### config.mk
export PLATFORM = sky130hd
export DESIGN_NAME = epct_queue
export DESIGN_NICKNAME = d
export VERILOG_FILES = /design/src/rtl/epct_pkg.sv /design/src/rtl/epct_queue.sv
export SDC_FILE = /design/constraint.sdc
export NUM_CORES = 1
export LEC_CHECK = 0
export ABC_AREA = 1
export BUFFER_PORTS_ARGS = -buffer_cell sky130_fd_sc_hd__buf_4
export CAP_MARGIN = 5
export CELL_PAD_IN_SITES_DETAIL_PLACEMENT = 1
export CELL_PAD_IN_SITES_GLOBAL_PLACEMENT = 1
export CORE_MARGIN = 5
export CORE_UTILIZATION = 30
export CTS_BUF_LIST = sky130_fd_sc_hd__clkbuf_8
export CTS_CLUSTER_SIZE = 16
export DETAILED_ROUTE_END_ITERATION = 10
export HOLD_SLACK_MARGIN = 0.02
export PLACE_DENSITY_LB_ADDON = 0.1
export REMOVE_ABC_BUFFERS = 1
export SETUP_SLACK_MARGIN = 0.05
export SLEW_MARGIN = 20
export SYNTH_ARGS = -nofsm -noshare
export SYNTH_HDL_FRONTEND = slang
export SYNTH_SLANG_ARGS = --single-unit
### constraint.sdc
create_clock -name clk_i -period 1.7 [get_ports clk_i]
set_input_delay 0.34 -clock clk_i [delete_from_list [all_inputs] [get_ports clk_i]]
set_output_delay 0.34 -clock clk_i [all_outputs]
set_load 0.01 [all_outputs]
### src/rtl/epct_pkg.sv
`default_nettype none
package epct_pkg;

  localparam int unsigned AddrWidth  = 32;
  localparam int unsigned KeyWidth   = 64;
  localparam int unsigned CountWidth = 64;
  localparam int unsigned DistWidth  = 11;
  localparam int unsigned HashMult   = 7;

  localparam int unsigned DefTableEntries = 1024;
  localparam int unsigned DefProbeLimit   = 8;

  localparam int unsigned QueueDepth = 2;

  // func field codes
  localparam logic FuncRecord = 1'b0;
  localparam logic FuncClear  = 1'b1;

endpackage
`default_nettype wire

### src/rtl/epct_queue.sv
`default_nettype none
module epct_queue #(
  parameter int unsigned Width = 8
) (
  input  wire logic             clk_i,
  input  wire logic             rst_ni,
  input  wire logic             push_i,
  input  wire logic [Width-1:0] data_i,
  output logic                  full_o,
  input  wire logic             pop_i,
  output logic [Width-1:0]      data_o,
  output logic                  empty_o
);

  localparam int unsigned Depth    = epct_pkg::QueueDepth;
  localparam int unsigned PtrWidth = $clog2(Depth);
  localparam int unsigned CntWidth = $clog2(Depth + 1);

  logic [Width-1:0]    entries_q [Depth];
  logic [PtrWidth-1:0] wr_ptr_q;
  logic [PtrWidth-1:0] rd_ptr_q;
  logic [CntWidth-1:0] count_q;
  logic                do_push;
  logic                do_pop;

  assign full_o  = count_q == CntWidth'(Depth);
  assign empty_o = count_q == '0;
  assign do_push = push_i && !full_o;
  assign do_pop  = pop_i && !empty_o;
  assign data_o  = entries_q[rd_ptr_q];

  always_ff @(posedge clk_i or negedge rst_ni) begin
    if (!rst_ni) begin
      wr_ptr_q <= '0;
      rd_ptr_q <= '0;
      count_q  <= '0;
    end else begin
      if (do_push) begin
        wr_ptr_q <= (wr_ptr_q == PtrWidth'(Depth - 1)) ? '0 : wr_ptr_q + 1'b1;
      end
      if (do_pop) begin
        rd_ptr_q <= (rd_ptr_q == PtrWidth'(Depth - 1)) ? '0 : rd_ptr_q + 1'b1;
      end
      if (do_push && !do_pop) begin
        count_q <= count_q + 1'b1;
      end else if (do_pop && !do_push) begin
        count_q <= count_q - 1'b1;
      end
    end
  end

  always_ff @(posedge clk_i) begin
    if (do_push) begin
      entries_q[wr_ptr_q] <= data_i;
    end
  end

endmodule
`default_nettype wire

* Yosys cells after proc, flatten, opt, wreduce, memory -nomap -nowiden
Memories as Yosys holds them, arrays and structs flattened.
Cells that the tools add are included.
** Storage, ports and cells
- Memories :: 1
- Register bits :: 4
- Latch bits :: 0
- RAM bits :: 16
- Output and inout port bits :: 10
- Bits in read-only memories :: 0
** Operators by class
- Eq/ne operators :: 1
- Magnitude comparators :: 0
- Reductions and logical operators :: 10
- Mux-type cells :: 6
- $add $sub $neg :: 4
- Multiply operators :: 0
- Bitwise operators :: 0
- Div/mod/pow operators :: 0
- Shift-type cells :: 0
** Memories
- entries_q :: depth 2, bits a word 8, rd ports 1, clocked after memory_dff 0, write ports 1, line epct_queue.sv:19 : logic [Width-1:0] entries_q [Depth];
** Operators by type and width (number)
- 1-bit logical AND :: 4
- 1-bit zero test :: 4
- 1-bit 2-to-1 mux :: 4
- 2-bit 2-to-1 mux :: 2
- 1-bit adder, second input constant :: 2
- 2-bit by 1-bit adder with 2-bit output, second input constant :: 1
- 2-bit equality test, second input constant :: 1
- 2-bit zero test :: 1
- 2-bit nonzero test :: 1
- 2-bit by 1-bit subtractor with 2-bit output, second input constant :: 1

* Depth between registers and ports, before layout
- Depth in word-level cells :: 7
- Gate-level depth with buffers :: 9

* Worst setup path before layout
No wires, ideal clock.
- Path kind :: flip-flop to flip-flop
- Start :: register count_q[1]
- End :: memory entries_q[1][0] (enable)
- Path slack :: 0.378 ns
- Stages on the path, launching flop included :: 4
- Path buffers :: 0
- Clock period less this slack :: 1.322 ns
- Required time :: 1.329 ns
- Data arrival time :: 0.951 ns
- Path through :: dfrtp_1 -> inv_1 -> o21ai_0 -> nor2_1
** Between the ends
- Word-level cells in the longest chain between the ends :: 5
** RTL lines
- start: declaration :: line epct_queue.sv:22 : logic [CntWidth-1:0] count_q;
- start signal: assignment :: line epct_queue.sv:45 : count_q <= count_q + 1'b1;
- start signal: assignment :: line epct_queue.sv:47 : count_q <= count_q - 1'b1;
- 2-bit equality test :: line epct_queue.sv:26 : assign full_o = count_q == CntWidth'(Depth);
- 1-bit zero test :: line epct_queue.sv:28 : assign do_push = push_i && !full_o;
- 1-bit logical AND :: line epct_queue.sv:28
- 1-bit 2-to-1 mux :: line epct_queue.sv:53 : if (do_push) begin
- 1-bit 2-to-1 mux (not written as such) :: line epct_queue.sv:54 : entries_q[wr_ptr_q] <= data_i;
- end: declaration :: line epct_queue.sv:19
No other way between the ends.

* Worst setup path after layout
- Start :: register rd_ptr_q
- End :: output data_o[4]
** Between the ends
- Word-level cells in the longest chain between the ends :: 1
** RTL lines
- start: declaration :: line epct_queue.sv:21 : logic [PtrWidth-1:0] rd_ptr_q;
- start signal: assignment :: line epct_queue.sv:42 : rd_ptr_q <= (rd_ptr_q == PtrWidth'(Depth - 1)) ? '0 : rd_ptr_q + 1'b1;
- memory read 2 x 8 bit
- end: declaration :: line epct_queue.sv:11 : output logic [Width-1:0] data_o,
No other way between the ends.

==> results.toml <==
[run_status]
status = "complete, no violations"

[pwr]
clkPwrFrac = 0.240
total_power_mw = 1.916
internal_power_mw = 1.308
sw_frac_of_total = 0.3171
power_frac_seq = 0.392
switchingPower_mw = 0.6074
combPwrFrac = 0.368
ir_worst_vdd_v = 0.0008619
power.density_mw_per_mm2 = 1748
power.leakage_nw = 0.5110

[placement]
placed_area_sq_mm = 0.001015
dpl.hpwl_um = 1209
gp_congestion = 0.6703
numPortBuffers = 21
pre_cts_ws_ps = 301.4

[worst_setup_path]
rrSetupSlack_ps = 320
arrival_ps = 1090
cp-start-kind = "flip-flop"
path_cells = "buf_4, nand2_1, nand2_1, buf_4"
slowest_stage = "dfrtp_1"
end_kind = "output pin"
path_class = "reg -> out"
max_stage_delay_ps = 410
crit_fanout = 8
critPathBufInv = 2
cp.required_ps = 1360
path_delay_family = "flip-flops"

[route]
drc = 0
antenna_left = 0
drt_pass1_iterations = 4
wire_per_inst_um = 11.49
via_per_inst = 4.315
drt_iter0_markers = 7
vias = 561
drt_wl_total_um = 1494

[layout]
multi_input_area_sq_um = 193.9
areaGrowthSynthToFinish_pct = 35.39
final-seq-area_sq_um = 580.6
drive_gt1_frac = 0.3000
n_antenna_cell = 0
fin_nets = 114
stdcell_area_sq_mm = 0.001096
fill_cells = 305

[clock_tree]
cts_max_level = 1
path_clk_slew_ps = 70
cts_tree = "done"
clockBufferDepth = 2
postCtsSetupRepairBufs = 0
cts.sinks = 20
clock-root-buffer = "clkbuf_8"
cts_buffers = 3
cts_resized = 0
insertion_delay_ps = 250
postCtsHoldBufs = 1

[die]
dieHeight_um = 61.95
core_region_area_sq_mm = 0.002522
initial_core_util = 0.3209
io_pins = 22
rows = 18
dieWidth_um = 61.95
dieArea_sq_mm = 0.003837

[logic_synthesis]
synth_top_area_frac = 0.5935
syn_area_sq_um = 809.5
yosysTopAreaCell = "edfxtp_1"
yosysUniqueCellTypes = 14
synth_seq_area_share = 0.7172
netlist_top_cells_count = "nand2_1 (33), edfxtp_1 (16), inv_1 (7), dfrtp_1 (4)"
yosys_most_used_dff = "edfxtp_1"
synth_area_per_cell_sq_um = 11.09
synthTopCellsByArea = "edfxtp_1 (59%), nand2_1 (15%), dfrtp_1 (12%), inv_1 (3.2%), ha_1 (1.5%)"
synthArstFlopShare = 0.2000
synth_edf_count = 16
yosysMostFrequentCell = "nand2_1"
yosysWarnings = 0
syn_inst = 73
ys_ff_latch = 20

[sta]
setup_viol = 0
worst_slack_ps = 273.3
clock_skew_ps = 1.963
drv_slew = 0
whs_ps = 273.8
rsz0062_at_grt = "false"
worst_pin_slew_ps = 308.0
hold_viol_final = 0
clock.fmax_mhz = 700.9
tns_ps = 0
relSlewSlack = 0.7944
fin_crit_ps = 1427
min_period_over_period = 0.8393

[global_routing]
grt_overflow_total = 0
antenna_found_initial = 0
grt_max_degree = 13
grtUsageTotal = 0.09103
grt_pass1_wl_um = 2421
grt_pass1_vias = 571

[worst_hold_path]
hold_class = "in -> reg"

[job]
maxCapViolations = 0
## cells by family (layout without fill, tap and decap cells)
family                     count (synthesis)  in the layout  share of synthesized area
xor gates and xnor gates                   1              1                    0.01082
DFF                                       20             20                     0.7172
and+or+nand+nor                           40             40                     0.2009
adders and majority gates                  1              1                    0.01545
buffers and inverters                      9             36                    0.04327
AOI/OAI and AO/OA                          2              2                    0.01237
## stage by stage
stage / utilization / std cells
2_1_floorplan: - / 72
3_3_place_gp: 0.4023 / 125
3_5_place_dp: 0.4023 / 125
4_1_cts: 0.4345 / 130
5_1_grt: 0.4345 / 130
6_report: 0.4345 / 130
## area by class of cell
type / instances / area share
Clock inverter: 1 / 0.02740
Tap cell: 30 / 0.03425
Sequential cell: 20 / 0.5297
Clock buffer: 3 / 0.03767
Inverter: 8 / 0.02740
Timing Repair Buffer: 24 / 0.1667
Multi-Input combinational cell: 44 / 0.1769
## power groups by stage
stage               combinational, mW  sequential (mW)  clock [mW]
finish                          0.705            0.751       0.459
global route                    0.793            0.774       0.495
CTS                             0.727            0.753       0.472
detailed placement              0.724            0.763           0
global placement                0.707            0.760           0
floorplan                       0.382            0.761           0
## cell usage in the layout (no fill, tap or decap)
master,synthesis,layout
inv_2,1,1
nand2_1,33,33
dfrtp_1,4,4
nand3b_1,1,1
ha_1,1,1
o21ai_0,2,2
edfxtp_1,16,16
buf_4,0,23
nor2_2,2,2
nand4_1,1,1
nor2_1,2,2
clkbuf_8,0,3
nand3_1,1,1
inv_1,7,7
xnor2_1,1,1
dlygate4sd3_1,0,1
bufinv_16,0,1
## registers in the layout, indices dropped and copies added (netlist names)
| signal | flops |
|---|---|
| count_q | 2 |
| wr_ptr_q | 1 |
| entries_q | 16 |
| rd_ptr_q | 1 |
## routing by layer
metal | up-vias | share of wire | track usage
met5 | - | 0 | 0
li1 | 287 | - | -
met4 | 0 | 0.019 | 0.06364
met3 | 2 | 0.044 | 0.006198
met1 | 261 | 0.38 | 0.1001
met2 | 11 | 0.55 | 0.1642
## path summary, 6_finish.rpt
path	startpoint	depth (start not counted)	to
worst max-delay path	rd_ptr_q	4	data_o[4]
worst min-delay path	data_i[1]	1	entries_q[0][1]
worst max register to register	count_q[0]	6	count_q[1]
worst min register to register	wr_ptr_q	2	wr_ptr_q
max in group asynchronous	rst_ni	2	wr_ptr_q
min in group asynchronous	rst_ni	2	count_q[1]
## worst reg2reg max path: stages (launching register included)
cell,delay [ps]
dfrtp_1,450
o21ai_0,270
ha_1,300
inv_1,80
nand3_1,70
nand2_1,60
nand2_1,40
No activity file was read; power rests on OpenSTA's default activity.
