File: src/rtl/epct_pkg.sv
`default_nettype none
package epct_pkg;

  localparam int unsigned AddrWidth  = 32;
  localparam int unsigned KeyWidth   = 64;
  localparam int unsigned CountWidth = 64;
  localparam int unsigned DistWidth  = 11;
  localparam int unsigned HashMult   = 7;

  localparam int unsigned DefTableEntries = 1024;
  localparam int unsigned DefProbeLimit   = 8;

  localparam int unsigned QueueDepth = 2;

  // func field codes
  localparam logic FuncRecord = 1'b0;
  localparam logic FuncClear  = 1'b1;

endpackage
`default_nettype wire

File: src/rtl/epct_front.sv
`default_nettype none
module epct_front #(
  parameter int unsigned TableEntries = epct_pkg::DefTableEntries,
  localparam int unsigned IdxWidth = $clog2(TableEntries),
  localparam int unsigned QWidth = 1 + epct_pkg::KeyWidth + IdxWidth
) (
  input  wire logic                               clk_i,
  input  wire logic                               rst_ni,
  input  wire logic                               in_valid_i,
  output logic                                    in_stall_o,
  input  wire logic                               func_i,
  input  wire logic [epct_pkg::AddrWidth-1:0]     exec_address_i,
  input  wire logic                               hold_i,
  input  wire logic                               q_full_i,
  output logic                                    q_push_o,
  output logic [QWidth-1:0]                       q_data_o
);

  localparam logic [IdxWidth:0] Modulus = (IdxWidth+1)'(TableEntries);
  // reciprocal of the table size; the quotient estimate is low by at most one
  localparam int unsigned Shift = epct_pkg::AddrWidth - 1 + IdxWidth;
  localparam logic [63:0] RecipWide = (64'd1 << Shift) / 64'(TableEntries);
  localparam logic [epct_pkg::AddrWidth-1:0] Recip = RecipWide[epct_pkg::AddrWidth-1:0];

  typedef enum logic [1:0] {
    F_IDLE,
    F_MUL,
    F_RED,
    F_PUSH
  } front_state_e;

  front_state_e                      state_q;
  logic [epct_pkg::AddrWidth-1:0]    prev_q;
  logic [epct_pkg::AddrWidth-1:0]    hash_q;
  logic [epct_pkg::AddrWidth-1:0]    quot_q;
  logic [IdxWidth:0]                 diff_q;
  logic [63:0]                       prod;
  logic [epct_pkg::AddrWidth-1:0]    diff;
  logic [IdxWidth-1:0]               home;
  logic [epct_pkg::KeyWidth-1:0]     key_q;
  logic                              func_q;
  logic                              accept;

  assign in_stall_o = (state_q != F_IDLE) || hold_i;
  assign accept     = in_valid_i && !in_stall_o;
  assign q_push_o   = (state_q == F_PUSH) && !q_full_i;
  assign q_data_o   = {func_q, key_q, home};

  assign prod = 64'(hash_q) * 64'(Recip);
  assign diff = hash_q - epct_pkg::AddrWidth'(quot_q * epct_pkg::AddrWidth'(TableEntries));
  assign home = (diff_q >= Modulus) ? IdxWidth'(diff_q - Modulus) : diff_q[IdxWidth-1:0];

  always_ff @(posedge clk_i or negedge rst_ni) begin
    if (!rst_ni) begin
      state_q <= F_IDLE;
      prev_q  <= '0;
    end else begin
      unique case (state_q)
        F_IDLE: begin
          if (accept) begin
            if (func_i == epct_pkg::FuncClear) begin
              state_q <= F_PUSH;
            end else begin
              prev_q  <= exec_address_i;
              state_q <= F_MUL;
            end
          end
        end
        F_MUL: begin
          state_q <= F_RED;
        end
        F_RED: begin
          state_q <= F_PUSH;
        end
        F_PUSH: begin
          if (!q_full_i) begin
            state_q <= F_IDLE;
          end
        end
        default: state_q <= F_IDLE;
      endcase
    end
  end

  always_ff @(posedge clk_i) begin
    if (accept) begin
      func_q <= func_i;
      key_q  <= {prev_q, exec_address_i};
      hash_q <= epct_pkg::AddrWidth'(exec_address_i * epct_pkg::AddrWidth'(epct_pkg::HashMult))
                + prev_q;
    end
    if (state_q == F_MUL) begin
      quot_q <= epct_pkg::AddrWidth'(prod >> Shift);
    end
    if (state_q == F_RED) begin
      diff_q <= diff[IdxWidth:0];
    end
  end

endmodule
`default_nettype wire

File: config.mk
export PLATFORM = sky130hd
export DESIGN_NAME = epct_front
export DESIGN_NICKNAME = d
export VERILOG_FILES = /design/src/rtl/epct_pkg.sv /design/src/rtl/epct_front.sv
export SDC_FILE = /design/constraint.sdc
export NUM_CORES = 1
export LEC_CHECK = 0
export ABC_AREA = 1
export ABC_CLOCK_PERIOD_IN_PS = 6200
export BUFFER_PORTS_ARGS = -buffer_cell sky130_fd_sc_hd__buf_2
export CAP_MARGIN = 20
export CELL_PAD_IN_SITES_DETAIL_PLACEMENT = 1
export CELL_PAD_IN_SITES_GLOBAL_PLACEMENT = 2
export CORE_MARGIN = 2
export CORE_UTILIZATION = 37
export DETAILED_ROUTE_END_ITERATION = 7
export PLACE_DENSITY_LB_ADDON = 0.25
export SETUP_SLACK_MARGIN = 0.15
export SKIP_LAST_GASP = 1
export SYNTH_ARGS = -nofsm -noshare
export SYNTH_HDL_FRONTEND = slang
export SYNTH_SLANG_ARGS = --single-unit
File: constraint.sdc
create_clock -name clk_i -period 6.2 [get_ports clk_i]
set_clock_uncertainty 0.05 [all_clocks]
set_input_delay 0.62 -clock clk_i [delete_from_list [all_inputs] [get_ports clk_i]]
set_output_delay 0.62 -clock clk_i [all_outputs]
set_load 0.05 [all_outputs]
# == Yosys cells after proc, flatten, opt, wreduce, memory -nomap -nowiden ==
# Index checks and enable logic that the tools add are counted.
# word_totals
word_cells,32
register_bits,122
input_bits,38
out_inout_bits,77
# classes
mul,1
n_eq_ne,5
n_lt_le_gt_ge,1
addsub,3
n_mux,5
n_reduce_logical,9
bitwise_logic,1
# ops
operator,count
"32-bit by 3-bit multiplier with 11-bit output, second input constant",1
11-bit adder,1
"11-bit >= comparator, second input constant",1
11-bit subtractor,1
10-bit two-way mux,1
"10-bit by 1-bit subtractor with 10-bit output, second input constant",1
2-bit case mux with 4 select lines,1
2-bit two-way mux,3
"2-bit == test, second input constant",2
"2-bit inequality test, second input constant",2
3-bit AND reduction,1
"2-bit by 1-bit == test with 1-bit output, second input constant",1
1-bit logical AND,2
1-bit logical NOT,2
2-bit logical NOT,1
2-bit AND reduction,1
2-bit nonzero test,1
1-bit logical OR,1
1-bit inverter,1

# == Longest topological paths before layout ==
# depth
depth_word,6
depth_mapped,13
mapped_depth_nobuf,13

# == Worst setup path after synthesis ==
# No wires, ideal clock.
# synth_timing
path_type,reg2reg
from,register state_q[0]
to,register state_q[0]
setup_ns,0.141
n_path_buf,0
t_required_ns,6.009
period_less_slack_ns,3.030
path_slack_ns,3.170
t_arrival_ns,2.840
stages_incl_launch_ff,10
path_cell_list,dfrtp_1 -> inv_1 -> ha_1 -> inv_1 -> nor2_2 -> nand2_1 -> inv_1 -> o21ai_0 -> nand2_1 -> o21ai_0
# synth_between
elab_chain_cells,6
word_cells_on_any_way,12
classes_between,eq/ne: 5; mux: 1; reduce/logical: 6
# synth_rtl
element,line,source
"start, declared",epct_front.sv:32,front_state_e state_q;
"start signal, assigned",epct_front.sv:55,state_q <= F_IDLE;
"start signal, assigned",epct_front.sv:62,state_q <= F_PUSH;
"start signal, assigned",epct_front.sv:65,state_q <= F_MUL;
2-bit nonzero test,epct_front.sv:44,assign in_stall_o = (state_q != F_IDLE) || hold_i;
1-bit logical OR,epct_front.sv:44,
1-bit logical NOT,epct_front.sv:45,assign accept = in_valid_i && !in_stall_o;
1-bit logical AND,epct_front.sv:45,
via accept,epct_front.sv:42,logic accept;
2-bit inequality test (no source line),-,
2-bit AND reduction (no source line),-,
# The timed path passes the listed nets, and every way through them passes these cells.
# A chain may end at the register's enable or synchronous reset.

# == Final worst setup path ==
# layout_timing
from,input port exec_address_i[5] in the netlist's numbering
to,register hash_q[8] in the netlist's numbering (data pin)
# layout_between
elab_chain_cells,2
# layout_rtl
element,line,source
"start, declared",epct_front.sv:12,"input wire logic [epct_pkg::AddrWidth-1:0] exec_address_i,"
32-bit by 3-bit multiplier with 11-bit output,epct_front.sv:89,hash_q <= epct_pkg::AddrWidth'(exec_address_i * epct_pkg::AddrWidth'(epct_pkg::HashMult))
11-bit adder,epct_front.sv:90,+ prev_q;
"end signal, assigned",epct_front.sv:89,
"end, declared",epct_front.sv:34,logic [epct_pkg::AddrWidth-1:0] hash_q;
# Every way passes these cells.

==> results summary <==
The final-report hold violation count came out at 0. The number of global-route vias before repair came to approximately 3200. The overall die height came out at around 120 um. The worst register-to-register path has a setup slack of 3720 ps. The worst hold margin came out at about 260 ps.

Of the post-synthesis cell area, the dominant cell type holds 0.511. The count of mapped cells out of synthesis is 369. The required time reported for the critical path endpoint came out at roughly 6300 ps.

The pre-antenna-repair detailed-routing pass consisted of 4 iterations. The count of cell types in the netlist came out at 20. The largest net degree at the start of global routing is 65.

The core footprint is between 10000 and 15000 um2. The share of total power dissipated in sequential elements is 0.382. The kind of cell with the highest combined delay along the critical path is adder cells.

The multiplexer fraction of the synthesized cell area is 0.00200. The total of max-cap violations came out at 0. The worst setup path is launched from a primary input. The count of cells resized by post-cts repair came out at 0. In this run the clock root is driven by a clkbuf_16.

The critical path arrival is 2930 ps. The leakage power total is slightly below 0.003 uW. The number of remaining DRC errors came out at 0.

Yosys mapped a number of flops with a built-in enable equal to 85. Together, buffers and inverters on the worst path number 3. For this block, the routed nets add up to 9570 um of wire. The setup path with the least slack is of type primary input to flip-flop. After clock tree synthesis, the flow added hold-fix buffers numbering 0. The net count after synthesis came out at around 440. The buffers inserted during post-CTS setup optimization came out at 0. The number of max-slew violations in the final report was 0.

The cell taking the most area after synthesis is edfxtp_1. The longest individual stage delay on the worst path is just over 500 ps. The setup violation total in the final timing report is 0.

After clock tree synthesis, the clock-pin slew on the worst setup and hold paths is around 50 ps. The worst slew margin relative to its limit came out at 0.434. The launch point of the worst reg-to-reg path is state_q[0]$_DFFE_PN0P_. The maximum clock path buffer count is 2.

The highest net fanout along the worst path came out at 4. Detailed routing inserted a total of 3007 vias. The post-synthesis compound-gate area fraction is 0.0706. The setup TNS came out at 0 ps.

The number of port buffers came out at between 100 and 150. The worst register-to-register path has a depth of 7. Setup slack on the critical path of the routed design comes to 3390 ps. The first global-routing pass estimated 15800 um of wire. VDD sags by at most 194 uV. Dividing the detail-routed wire length by the instance count gives roughly 14 um.

Cell internal power was estimated by the tool at approximately 2100 uW. The share of synthesized registers carrying an async set or reset is 0.286. The total power per unit cell area is ~510 nW/um2. The proportion of layout cells with a drive suffix above 1 is 0.358. The number of antenna violations at the first check in global routing came out at 0. The synthesized flop and latch total came out at 119.

The total number of placement rows is 42. The remaining number of nets flagged by the antenna check after routing is 0. The area growth from synthesis to final layout is 26.5%. The xor/xnor cell area share of the yosys netlist is 0.00701. The global-route congestion overflow total is 0.

The floorplan step set the die width to between 100 and 150 um. The clock latency reported for the late side of the worst-skew pair came out at between 400 and 500 ps. TritonCTS built the clock tree. By area, the combinational part of the netlist is dominated by adder cells. At the pin with the least slew margin, the transition time is ~850 ps.

On the critical path, the stage with the largest delay is an instance of fa_1. The number of warnings issued by yosys is 0. The sink count of the clock tree is 119. The starting density of the core came out at 0.377. The via count normalized by instance count came out at approximately 4.4. The placement-stage worst setup slack came out at 2940 ps. Averaged over all synthesized cells, the footprint is 13.5 um2. For this run, the leading register cell type out of synthesis is edfxtp_1. The violation count after the first detailed-routing iteration is 96. The post-synthesis share of cell area spent on full adders, half adders and majority gates is 0.0976. Of the total power, the share spent switching nets is 0.353. The most common library cell in the layout ignoring fill and taps is buf_2. Sorting the synthesized cells by area gives the leading types as edfxtp_1 (51%), dfrtp_1 (17%), fa_1 (6.0%). The signal on the critical path passes through buf_2 -> inv_1 -> fa_1 -> fa_1 -> inv_1 -> ha_1 -> a21o_1 -> a21oi_1 -> nand2_1 -> nand2_1 -> nand2_1. The portion of total power attributed to combinational logic came out at 0.313.

The antenna diode count is 0. The net count of the finished layout came out at about 560. The kind of path behind the tightest hold check is primary input to asynchronous set/reset pin.

The netlist area before placement came out at between 4000 and 5000 um2. The I/O pin count is between 100 and 150. Derived from the worst setup path, the maximum achievable clock frequency is approximately 360 MHz. The total half-perimeter wirelength after legalization and detailed placement is roughly 6600 um. Summed over all nets, the switching power comes to approximately 1100 uW. The top cell types in the final layout, fill and taps aside, are buf_2 (114), edfxtp_1 (85), inv_1 (74). The die area is 14500 um2. Among the stages of the critical path, the cell type that occurs most often is nand2_1.

The total global-route track usage came out at 0.146. The endpoint identified for the worst register-to-register timing path is key_q[26]$_DFFE_PP_. The run finished with clean final reports. Dividing the final minimum period by the clock period gives 0.453. Of the total power, the clock network draws 0.305. STA classifies the critical path endpoint as a flip-flop. Setup repair after global routing left no endpoint under its margin.

Of the total synthesized cell area, the portion taken by AND, OR, NAND and NOR gates is 0.0683. The final estimated routing congestion in global placement came out at 0.726. The H-tree level count came out at 4. The final design instance area without fill is 6320 um2. The CTS buffer count came out at 17. The final critical path time including I/O delays and setup is between 2000 and 3000 ps. The area of placed instances is between 5000 and 6000 um2.

The register area share after synthesis came out at 0.681.
logic make-up after synthesis:
kind of cell	after synthesis
compound gates	45
xor+xnor	4
fa+ha+maj	30
buf+inv	83
flops	119
mux	1
simple gates	87
worst register-to-register path: cells and delay by family, from the launching register on:
family	cells	cell delay (ps)
fa+ha+maj	1	150
buf+inv	4	1330
flops	1	400
simple gates	2	170
registers in the layout, indices dropped and copies added (netlist names):
register / cells
diff_q: 10
func_q: 1
state_q: 2
hash_q: 10
prev_q: 32
key_q: 64
power groups by stage:
stage / Combinational [uW] / Clock, uW / Sequential, uW
floorplan: 580 / 0 / 1470
global placement: 1010 / 0 / 1240
detailed placement: 1040 / 0 / 1250
CTS: 1040 / 1010 / 1240
global route: 1150 / 1050 / 1270
finish: 1020 / 990 / 1240
cell type report:
| class | count | area, um2 |
|---|---|---|
| Tap cell | 176 | 220 |
| Multi-Input combinational cell | 167 | 1230 |
| Clock buffer | 18 | 429 |
| Clock inverter | 14 | 174 |
| Fill cell | 1457 | 6920 |
| Timing Repair Buffer | 116 | 586 |
| Sequential cell | 119 | 3400 |
| Inverter | 75 | 282 |
how the worst max path moves through the flow:
stage / startpoint / to / cells past startpoint
finish: exec_address_i[5] / hash_q[8]$_DFFE_PP_ / 11
global route: exec_address_i[6] / hash_q[9]$_DFFE_PP_ / 14
CTS: exec_address_i[5] / hash_q[8]$_DFFE_PP_ / 11
detailed placement: exec_address_i[5] / hash_q[8]$_DFFE_PP_ / 11
global placement: exec_address_i[5] / hash_q[8]$_DFFE_PP_ / 11
floorplan: state_q[0]$_DFFE_PN0P_ / state_q[0]$_DFFE_PN0P_ / 9
cell usage after synthesis, types with 2 or more instances:
| cell type | number |
|---|---|
| edfxtp_1 | 85 |
| o21ai_2 | 32 |
| xor2_1 | 3 |
| fa_1 | 15 |
| nand3_1 | 8 |
| dfrtp_1 | 34 |
| nor2_1 | 5 |
| buf_6 | 7 |
| inv_1 | 75 |
| o21bai_1 | 2 |
| a21oi_1 | 7 |
| nand2_1 | 72 |
| ha_1 | 15 |
| o21ai_0 | 3 |
routing by layer:
layer	share of wire	vias up	global-route usage
met5	0	-	0
met4	0.019	0	0.0610
met3	0.052	11	0.0571
met2	0.49	72	0.235
met1	0.43	1474	0.176
li1	-	1450	-
per-stage QoR:
step | instances | utilization | power [uW]
floorplan | 369 | - | 2050
global placement | 653 | 0.432 | 2260
detailed placement | 653 | 0.432 | 2290
CTS | 685 | 0.477 | 3300
global route | 685 | 0.477 | 3470
finish | 685 | 0.477 | 3240
Power figures use the tool's default switching activity.
